`config.mk`:
```
export PLATFORM = sky130hd
export DESIGN_NAME = alcohol_interlock_keypad_lock
export DESIGN_NICKNAME = d
export VERILOG_FILES = /design/src/hw/rtl/aikl_pkg.sv /design/src/hw/rtl/aikl_level.sv /design/src/hw/rtl/aikl_ctrl.sv /design/src/hw/rtl/alcohol_interlock_keypad_lock.sv
export SDC_FILE = /design/constraint.sdc
export NUM_CORES = 1
export LEC_CHECK = 0
export BUFFER_PORTS_ARGS = -buffer_cell sky130_fd_sc_hd__buf_4
export CORE_MARGIN = 4
export CORE_UTILIZATION = 55
export DETAILED_ROUTE_END_ITERATION = 12
export GPL_TIMING_DRIVEN = 1
export HOLD_SLACK_MARGIN = 0.03
export PLACE_DENSITY_LB_ADDON = 0.25
export SLEW_MARGIN = 40
export SYNTH_ARGS = -nofsm -noshare
export SYNTH_HDL_FRONTEND = slang
export SYNTH_SLANG_ARGS = --single-unit
```
`constraint.sdc`:
```
create_clock -name clk -period 6.2 [get_ports clk]
set_clock_uncertainty 0.05 [all_clocks]
set_input_delay 1.24 -clock clk [delete_from_list [all_inputs] [get_ports clk]]
set_output_delay 1.24 -clock clk [all_outputs]
set_load 0.01 [all_outputs]
```
`src/hw/rtl/aikl_pkg.sv`:
```
// Shared types and constants for the alcohol interlock keypad lock.
package aikl_pkg;

  localparam int DEFAULT_CODE_LENGTH = 5;

  localparam logic [3:0] ENTER_KEY      = 4'd10;
  localparam logic [3:0] MENU_UNLOCK    = 4'd1;
  localparam logic [3:0] MENU_THRESHOLD = 4'd2;
  localparam logic [3:0] MENU_NEWCODE   = 4'd3;

  localparam logic [7:0] THRESHOLD_RESET = 8'd44;

  typedef enum logic [2:0] {
    PH_UNLOCKED = 3'd0,
    PH_ENTRY    = 3'd1,
    PH_MENU     = 3'd2,
    PH_TENS     = 3'd3,
    PH_UNITS    = 3'd4,
    PH_NEWCODE  = 3'd5
  } phase_t;

  typedef enum logic [2:0] {
    EV_LEVEL   = 3'd0,
    EV_KEY     = 3'd1,
    EV_WRONG   = 3'd2,
    EV_MENU    = 3'd3,
    EV_UNLOCK  = 3'd4,
    EV_THRESH  = 3'd5,
    EV_CODESET = 3'd6,
    EV_BADOPT  = 3'd7
  } event_t;

  typedef struct packed {
    logic [6:0] level_percent;
    logic       alarm_lamp;
    logic       ok_lamp;
    logic       release_lamp;
    logic       locked;
    event_t     event_code;
  } result_t;

endpackage

```
`src/hw/rtl/aikl_level.sv`:
```
// Sensor sample to level percentage, floor(sample * 100 / 1023).
module aikl_level (
  input  logic [9:0] sample,
  output logic [6:0] level
);

  localparam int LEVEL_SCALE = 100;
  localparam int FULL_SCALE  = 1023;

  logic [16:0] product;
  logic [6:0]  quot_low;
  logic [10:0] remainder;

  always_comb begin
    product   = 17'(sample) * 17'(LEVEL_SCALE);
    quot_low  = product[16:10];
    remainder = 11'(product[9:0]) + 11'(quot_low);
    level     = quot_low + 7'(remainder >= 11'(FULL_SCALE));
  end

endmodule

```
`src/hw/rtl/aikl_ctrl.sv`:
```
// Lock state machine, code and threshold storage, and result formation.
module aikl_ctrl #(
  parameter int CODE_LENGTH = aikl_pkg::DEFAULT_CODE_LENGTH
) (
  input  logic              clk,
  input  logic              rst,
  input  logic              en,
  input  logic              mode,
  input  logic [3:0]        key,
  input  logic [6:0]        level,
  output aikl_pkg::result_t res
);
  import aikl_pkg::*;

  localparam int CNT_W = $clog2(CODE_LENGTH + 1);
  localparam logic [CNT_W-1:0] CODE_LEN = CNT_W'(CODE_LENGTH);

  phase_t           phase, phase_next;
  logic [CNT_W-1:0] key_count, key_count_next;
  logic [3:0]       entered_keys [CODE_LENGTH];
  logic [3:0]       entered_keys_next [CODE_LENGTH];
  logic [3:0]       stored_code [CODE_LENGTH];
  logic [3:0]       stored_code_next [CODE_LENGTH];
  logic [7:0]       threshold, threshold_next;
  logic [3:0]       threshold_tens, threshold_tens_next;
  logic [6:0]       level_reg, level_reg_next;
  logic             alarm, alarm_next;
  logic             ok, ok_next;
  logic             released, released_next;
  event_t           ev;
  logic             code_match;

  always_comb begin
    code_match = 1'b1;
    for (int i = 0; i < CODE_LENGTH; i++) begin
      if (entered_keys[i] != stored_code[i]) begin
        code_match = 1'b0;
      end
    end
  end

  always_ff @(posedge clk) begin
    if (rst) begin
      phase          <= PH_UNLOCKED;
      key_count      <= '0;
      threshold      <= THRESHOLD_RESET;
      threshold_tens <= '0;
      level_reg      <= '0;
      alarm          <= 1'b0;
      ok             <= 1'b0;
      released       <= 1'b0;
      for (int i = 0; i < CODE_LENGTH; i++) begin
        entered_keys[i] <= '0;
        stored_code[i]  <= 4'(i + 1);
      end
    end else if (en) begin
      phase          <= phase_next;
      key_count      <= key_count_next;
      threshold      <= threshold_next;
      threshold_tens <= threshold_tens_next;
      level_reg      <= level_reg_next;
      alarm          <= alarm_next;
      ok             <= ok_next;
      released       <= released_next;
      entered_keys   <= entered_keys_next;
      stored_code    <= stored_code_next;
    end
  end

  always_comb begin
    phase_next          = phase;
    key_count_next      = key_count;
    threshold_next      = threshold;
    threshold_tens_next = threshold_tens;
    level_reg_next      = level_reg;
    alarm_next          = alarm;
    ok_next             = ok;
    released_next       = released;
    entered_keys_next   = entered_keys;
    stored_code_next    = stored_code;
    ev                  = EV_LEVEL;

    if (!mode) begin
      level_reg_next = level;
      if (phase == PH_UNLOCKED) begin
        if ({1'b0, level} > threshold) begin
          alarm_next     = 1'b1;
          ok_next        = 1'b0;
          phase_next     = PH_ENTRY;
          key_count_next = '0;
        end else begin
          alarm_next = 1'b0;
          ok_next    = 1'b1;
        end
      end
    end else begin
      unique case (phase)
        PH_ENTRY: begin
          if (key_count < CODE_LEN) begin
            for (int i = 0; i < CODE_LENGTH; i++) begin
              if (key_count == CNT_W'(i)) begin
                entered_keys_next[i] = key;
              end
            end
            key_count_next = key_count + CNT_W'(1);
            ev             = EV_KEY;
          end else if (key == ENTER_KEY && code_match) begin
            phase_next     = PH_MENU;
            key_count_next = '0;
            ev             = EV_MENU;
          end else begin
            phase_next     = PH_ENTRY;
            key_count_next = '0;
            ev             = EV_WRONG;
          end
        end
        PH_MENU: begin
          if (key == MENU_UNLOCK) begin
            phase_next     = PH_UNLOCKED;
            key_count_next = '0;
            released_next  = 1'b1;
            ev             = EV_UNLOCK;
          end else if (key == MENU_THRESHOLD) begin
            phase_next = PH_TENS;
            ev         = EV_KEY;
          end else if (key == MENU_NEWCODE) begin
            phase_next     = PH_NEWCODE;
            key_count_next = '0;
            ev             = EV_KEY;
          end else begin
            phase_next     = PH_ENTRY;
            key_count_next = '0;
            ev             = EV_BADOPT;
          end
        end
        PH_TENS: begin
          threshold_tens_next = key;
          phase_next          = PH_UNITS;
          ev                  = EV_KEY;
        end
        PH_UNITS: begin
          threshold_next = 8'({threshold_tens, 3'b000}) + 8'({threshold_tens, 1'b0})
                         + 8'(key);
          phase_next     = PH_ENTRY;
          key_count_next = '0;
          ev             = EV_THRESH;
        end
        PH_NEWCODE: begin
          if (key_count < CODE_LEN) begin
            for (int i = 0; i < CODE_LENGTH; i++) begin
              if (key_count == CNT_W'(i)) begin
                stored_code_next[i] = key;
              end
            end
            key_count_next = key_count + CNT_W'(1);
          end
          if (key_count_next >= CODE_LEN) begin
            phase_next     = PH_ENTRY;
            key_count_next = '0;
            ev             = EV_CODESET;
          end else begin
            ev = EV_KEY;
          end
        end
        PH_UNLOCKED: begin
        end
        default: begin
        end
      endcase
    end

    res.level_percent = level_reg_next;
    res.alarm_lamp    = alarm_next;
    res.ok_lamp       = ok_next;
    res.release_lamp  = released_next;
    res.locked        = (phase_next != PH_UNLOCKED);
    res.event_code    = ev;
  end

  a_release_sticky: assert property (@(posedge clk) disable iff (rst)
    released |=> released)
    else $error("release lamp dropped");

  a_lamps_exclusive: assert property (@(posedge clk) disable iff (rst)
    !(alarm && ok))
    else $error("alarm and ok lamps both set");

  a_count_bound: assert property (@(posedge clk) disable iff (rst)
    key_count <= CODE_LEN)
    else $error("key count beyond code length");

  a_overlimit_locks: assert property (@(posedge clk) disable iff (rst)
    en && !mode && phase == PH_UNLOCKED && {1'b0, level} > threshold
    |=> phase == PH_ENTRY && alarm)
    else $error("over-limit sample did not lock");

endmodule

```
`src/hw/rtl/alcohol_interlock_keypad_lock.sv`:
```
// Top level of the alcohol interlock keypad lock: stream ports and item registers.
//
// Every request on the input stream produces exactly one result on the output
// stream. An item is registered on entry, the level conversion and the lock
// state update are computed combinationally from that register, and the result
// lands in an output register, so the block sustains one item per clock cycle
// while m_tready does not hold back a result. A result waiting on m_tready
// stalls the pipeline but the input register still takes a request while the
// output register is full and the input register is empty. Samples are
// converted to floor(sample * 100 / 1023); keys drive the code entry and menu.
// After reset the block is unlocked, the code is 1,2,3,4,5 and the threshold is 44.
module alcohol_interlock_keypad_lock #(
  parameter int CODE_LENGTH = aikl_pkg::DEFAULT_CODE_LENGTH
) (
  input  logic        clk,
  input  logic        rst,
  input  logic        s_tvalid,
  output logic        s_tready,
  input  logic [15:0] s_tdata,   // sample[9:0], key[13:10], zero[15:14]
  input  logic        s_tuser,   // mode
  output logic        m_tvalid,
  input  logic        m_tready,
  output logic [15:0] m_tdata,   // level_percent[6:0], alarm_lamp[7], ok_lamp[8],
                                 // release_lamp[9], locked[10], zero[15:11]
  output logic [2:0]  m_tuser    // event_code
);
  import aikl_pkg::*;

  logic       in_valid;
  logic       in_mode;
  logic [9:0] in_sample;
  logic [3:0] in_key;
  logic       advance;
  logic       step;
  logic [6:0] level;
  result_t    res;
  result_t    res_q;
  logic       out_valid;

  assign advance  = !out_valid || m_tready;
  assign step     = in_valid && advance;
  assign s_tready = !in_valid || advance;

  always_ff @(posedge clk) begin
    if (rst) begin
      in_valid <= 1'b0;
    end else if (s_tready) begin
      in_valid <= s_tvalid;
    end
  end

  always_ff @(posedge clk) begin
    if (s_tvalid && s_tready) begin
      in_mode   <= s_tuser;
      in_sample <= s_tdata[9:0];
      in_key    <= s_tdata[13:10];
    end
  end

  aikl_level u_level (
    .sample (in_sample),
    .level  (level)
  );

  aikl_ctrl #(
    .CODE_LENGTH (CODE_LENGTH)
  ) u_ctrl (
    .clk   (clk),
    .rst   (rst),
    .en    (step),
    .mode  (in_mode),
    .key   (in_key),
    .level (level),
    .res   (res)
  );

  always_ff @(posedge clk) begin
    if (rst) begin
      out_valid <= 1'b0;
    end else if (advance) begin
      out_valid <= in_valid;
    end
  end

  always_ff @(posedge clk) begin
    if (step) begin
      res_q <= res;
    end
  end

  assign m_tvalid = out_valid;
  assign m_tdata  = {5'b00000, res_q.locked, res_q.release_lamp, res_q.ok_lamp,
                     res_q.alarm_lamp, res_q.level_percent};
  assign m_tuser  = res_q.event_code;

endmodule
```
Word level (Yosys, flattened, before mapping)
Cells that the tools add are included.
{ "totals": {"register_bits": 99, "input_bits": 21, "out_inout_bits": 21} }
{ "op_classes": {"addsub": 5, "multipliers": 1, "n_lt_le_gt_ge": 4, "eq_ne": 20, "mux": 43, "n_reduce_logical": 25} }
{ "ops": {"columns": ["op", "n"], "rows": [
  ["2-to-1 mux 3 bit", 23],
  ["AND reduction 5 bit", 11],
  ["case mux 3 bit (5 select lines)", 2],
  ["inequality test 4 bit", 5],
  ["multiplier 10 x 5 -> 15 bit, second input constant", 1],
  ["2-to-1 mux 1 bit", 15],
  ["equality test 3 x 2 -> 1 bit, second input constant", 4],
  ["case mux 3 bit (4 select lines)", 1],
  ["adder 10 x 7 -> 11 bit", 1],
  [">= comparator 11 x 10 -> 1 bit, second input constant", 1],
  ["equality test 3 bit, second input constant", 3],
  ["adder 7 x 5 -> 8 bit", 1],
  ["adder 8 x 4 -> 8 bit", 1],
  ["equality test 4 x 2 -> 1 bit, second input constant", 2],
  ["greater-than comparator 7 x 8 -> 1 bit", 1],
  ["adder 7 x 1 -> 7 bit", 1],
  ["2-to-1 mux 7 bit", 1],
  ["equality test 3 x 1 -> 1 bit, second input constant", 2],
  ["logical NOT 3 bit", 2],
  ["AND reduction 3 bit", 2],
  ["inequality test 5 x 1 -> 1 bit, second input constant", 1],
  ["equality test 4 x 1 -> 1 bit, second input constant", 1],
  ["equality test 4 bit, second input constant", 1],
  ["inequality test 4 x 3 -> 1 bit, second input constant", 1],
  ["other kinds (9)", 14]
]} }

Depth between registers and ports, before layout
{ "logic_depth": {"word_depth": 12, "mapped_depth": 31, "mapped_depth_nobuf": 31} }

By module
A second synthesis with hierarchy kept.
{ "hier_totals": {"cells_unflattened": 659, "area_unflattened_um2": 6187.2} }
{ "modules_own_cells": {"columns": ["module", "n_inst", "cells_each", "area_each_um2", "seq_area_each_um2"], "rows": [
  ["aikl_ctrl", 1, 450, 3791.1, 1361.3],
  ["aikl_level", 1, 164, 1380.1, 0.0],
  ["alcohol_interlock_keypad_lock", 1, 45, 1016.0, 910.9]
]} }

Worst setup path before layout
No wires, ideal clock.
{ "synth_timing": {"path_kind": "register to register", "from": "register in_sample[3]", "to": "register u_ctrl.key_count[0]", "t_arrival_ns": 6.373, "required_time_ns": 6.085, "path_slack_ns": -0.288, "stages_incl_launch_ff": 30, "synth_period_minus_slack_ns": 6.488, "path_cell_list": "edfxtp_1 ha_1 ha_1 inv_1 fa_1 inv_1 ha_1 o211ai_1 a21oi_1 or3_2 and2_1 ha_1 fa_1 a21oi_1 nor2b_1 or2_2 a21oi_1 o22ai_1 o21a_1 ha_1 ha_1 and3_2 nand2_1 xnor2_1 ha_1 a2111oi_0 a21oi_2 o21a_1 o32a_1 nor2_1"} }
{ "synth_via": {"elab_chain_cells": 7} }
{ "synth_rtl": {"columns": ["element", "line_no", "source"], "rows": [
  ["from (decl)", "alcohol_interlock_keypad_lock.sv:31", "logic [9:0] in_sample;"],
  ["from (signal assigned)", "alcohol_interlock_keypad_lock.sv:55", "in_sample <= s_tdata[9:0];"],
  ["multiplier 10 x 5 -> 15 bit (*)", "aikl_level.sv:15", "product = 17'(sample) * 17'(LEVEL_SCALE);"],
  ["adder 10 x 7 -> 11 bit", "aikl_level.sv:17", "remainder = 11'(product[9:0]) + 11'(quot_low);"],
  [">= comparator 11 x 10 -> 1 bit", "aikl_level.sv:18", "level = quot_low + 7'(remainder >= 11'(FULL_SCALE));"],
  ["adder 7 x 1 -> 7 bit (*)", "aikl_level.sv:18", null],
  ["greater-than comparator 7 x 8 -> 1 bit (*)", "aikl_ctrl.sv:86", "if ({1'b0, level} > threshold) begin"],
  ["nonzero test 2 bit (no source line) (*)", null, null],
  ["AND reduction 5 bit (no source line) (*)", null, null],
  ["to (signal assigned)", "aikl_ctrl.sv:58", "key_count <= key_count_next;"],
  ["to (decl)", "aikl_ctrl.sv:19", "logic [CNT_W-1:0] key_count, key_count_next;"]
]} }
Every way passes the cells marked *; elsewhere a longest branch is shown, timed or not.
A chain may end at the register's enable or synchronous reset.

Worst setup path after layout
{ "layout_timing": {"from": "register in_sample[3]", "to": "register u_ctrl.key_count[2]"} }
Same word-level chain as after synthesis.

==> flow_summary.yaml <==
critical_path:
  cp_slowest_cell: "fa_2"
  cp.arrival_ns: 6.87
  cp_max_fo: 4
  worst_path_most_repeated_cell: "ha_4"
  cpPeakStageDelay_ns: 0.56
  critPathKind: "reg2reg"
  worstPathRequired_ns: 6.45
  start_kind: "flip-flop"
  cp-end-kind: "flip-flop"
layout:
  finalNetCount: 802
  design_area_sq_um: 7192
  drive_gt1_share_pct: 22.35
  final_common_cell: "buf_4"
  num-fill-cells: 788
  syn_to_final_growth_pct: 20.76
  diodes: 0
  multi_input_area_sq_um: 3806
  fin_cells: 852
  seqCellArea_sq_um: 2272
  layout_common_cells: "76 x buf_4, 70 x dfxtp_1, 66 x nor2_1"
pwr:
  combPwrFrac_pct: 39.8
  p_per_area_nw_per_um2: 256.6
  ir_worst_vdd_v: 0.0001511
  total_power_w: 0.001846
  internal-power_w: 0.001202
  seqPwrFrac_pct: 38.7
  switchingPower_w: 0.0006436
  netSwitchingFraction_pct: 34.87
  p_leak_nw: 3.057
  clkPwrFrac_pct: 21.5
clocking:
  numCtsBuffers: 9
  root_buffer: "clkbuf_8"
  clk_pin_slew_ns: 0.11
  clock-sinks: 99
  ctsHoldBuffers: 0
  cts_buffer_depth: 2
  cts_tree: "done"
  htreeDepth: 3
  clock_latency_ns: 0.38
place:
  pre_cts_ws_ns: -0.3653
  post-dp-hpwl_mm: 9.746
  gp_congestion: 0.8334
  placed_cells: 826
  numPortBuffers: 34
  dpl_cell_area_sq_um: 6615
detailed_routing:
  antenna_left: 0
  via_count: 4971
  first_pass_iters: 4
  drcViolationCount: 0
  wl_per_cell_um: 17.55
  drt-initial-drc-count: 329
  wl_mm: 14.96
  drt-vias-per-instance: 5.835
yosys:
  async_reset_ff_share_pct: 0
  synth_top_flop_cell: "dfxtp_1"
  syn_inst: 643
  synth-edff-count: 29
  synth-seq-cells: 99
  synth-seq-area-share_pct: 38.15
  synthesis.area_sq_um: 5956
  ys_types: 71
  avgSynthCellArea_sq_um: 9.262
  ys_warn_count: 0
die:
  die_h_um: 112.1
  die_area_sq_um: 12560
  core.rowCount: 37
  start_util_pct: 57.18
  io-pin-count: 42
  core_sq_um: 10420
  die_x_um: 112.1
sta:
  hold_violations: 0
  worstMarginPinSlew_ns: 0.8232
  min_period_over_period_pct: 106.7
  timing.fmax_mhz: 151.2
  slew_headroom_pct: 44.61
  finalWorstSetupSlack_ns: -0.4149
  holdWs_ns: 0.4212
  fin_crit_ns: 6.615
  final_max_slew_viol_count: 0
  rsz0062_at_grt: "yes"
  setup_violations: 9
global_route:
  grt_max_degree: 61
  grt.total_usage_pct: 22.73
  antenna_found_initial: 0
  overflow: 0
  first_global_vias: 5003
  grt_pass1_wl_mm: 23.53
outcome:
  violations: "setup timing"
  status: "complete, but fails checks"
min_path:
  min_path_type: "reg2reg"
run:
  cap_violations: 0
power by group through the flow:
stage	registers [W]	clock network (W)	logic, W
after floorplan	0.000721	0	0.000387
after global placement	0.000726	0	0.000554
after detailed placement	0.000727	0	0.000581
after CTS	0.000712	0.000404	0.000658
after global routing	0.000716	0.000432	0.000795
final	0.000713	0.000397	0.000735
per-layer routing:
metal / track usage (%) / wire length, um / vias to the layer above
met3: 4.474 / 520 / 34
met5: 0 / 0 / -
met4: 6.891 / 415 / 0
li1: - / - / 2392
met1: 27.94 / 6223 / 2420
met2: 40.41 / 7795 / 125
final cells by class:
type,instances,area share (%)
Clock buffer,9,1.722
Sequential cell,99,31.59
Inverter,37,1.931
Clock inverter,7,0.9047
Timing Repair Buffer,80,8.559
Tap cell,136,2.366
Multi-Input combinational cell,484,52.92
Yosys cell counts (2+ instances only):
| cell type | number | area [sq um] |
|---|---|---|
| a211oi_1 | 3 | 22.52 |
| a21o_1 | 8 | 60.06 |
| a21oi_1 | 54 | 270.3 |
| a221oi_2 | 2 | 30.03 |
| a22oi_1 | 2 | 15.01 |
| and2_1 | 5 | 31.28 |
| and2b_1 | 2 | 15.01 |
| and3_2 | 2 | 15.01 |
| buf_4 | 6 | 45.04 |
| clkbuf_1 | 20 | 75.07 |
| dfxtp_1 | 70 | 1401 |
| edfxtp_1 | 29 | 870.8 |
| fa_1 | 8 | 160.2 |
| ha_1 | 62 | 775.7 |
| inv_1 | 35 | 131.4 |
| mux2_2 | 6 | 67.56 |
| mux2i_1 | 25 | 250.2 |
| nand2_1 | 66 | 247.7 |
| nand2b_1 | 6 | 37.54 |
| nand3_1 | 12 | 60.06 |
| nand4_1 | 7 | 43.79 |
| nor2_1 | 67 | 251.5 |
| nor2b_1 | 8 | 50.05 |
| nor3_1 | 10 | 50.05 |
| nor3b_1 | 4 | 30.03 |
| nor4_1 | 6 | 37.54 |
| o2111ai_1 | 2 | 17.52 |
| o211a_1 | 2 | 20.02 |
| o211ai_1 | 7 | 52.55 |
| o21a_1 | 6 | 45.04 |
| o21ai_0 | 25 | 125.1 |
| o21bai_1 | 2 | 15.01 |
| o22ai_1 | 2 | 12.51 |
| o31ai_1 | 3 | 22.52 |
| or2_2 | 2 | 12.51 |
| or3_1 | 2 | 12.51 |
| xnor2_1 | 10 | 87.58 |
| xor2_1 | 22 | 192.7 |
repair_timing:
action                     4_1_cts  5_1_grt
buffers inserted                 4        7
resized for setup               27       19
setup endpoints to repair        9        9
pin swaps                       34       27
logic make-up after synthesis:
group,Yosys count,share of synthesized area (%)
buffers and inverters,64,4.412
muxes,31,5.336
DFF,99,38.15
AOI/OAI and AO/OA,134,14.29
and+or+nand+nor,211,17.06
adders and majority gates,70,15.71
xor gates and xnor gates,33,4.979
other,1,0.06296
metrics by stage:
| stage | TNS (ns) | util, % |
|---|---|---|
| floorplan | 0 | - |
| global placement | -0.8245 | 63.51 |
| detailed placement | -2.318 | 63.51 |
| CTS | -0.3543 | 67.52 |
| global route | -4.501 | 69.05 |
| finish | -2.877 | 69.05 |
path summary, 6_finish.rpt:
kind / from / end / slack, ns / cells after the start
max: in_sample[3] / u_ctrl.key_count[2] / -0.41 / 29
min: u_ctrl.level_reg[0] / u_ctrl.level_reg[0] / 0.42 / 2
max reg2reg: in_sample[3] / u_ctrl.key_count[2] / -0.41 / 29
min reg2reg: u_ctrl.level_reg[0] / u_ctrl.level_reg[0] / 0.42 / 2
worst max-delay path: cells and delay by family, from the launching register on:
family	cells	cell delay, ns
XOR/XNOR	1	0.17
adder cells (fa/ha/maj)	9	2.50
AND/OR/NAND/NOR	6	1.20
buffers and inverters	4	0.34
flip-flops	1	0.50
AO/OA/AOI/OAI	9	1.77
Power figures use the tool's default switching activity.
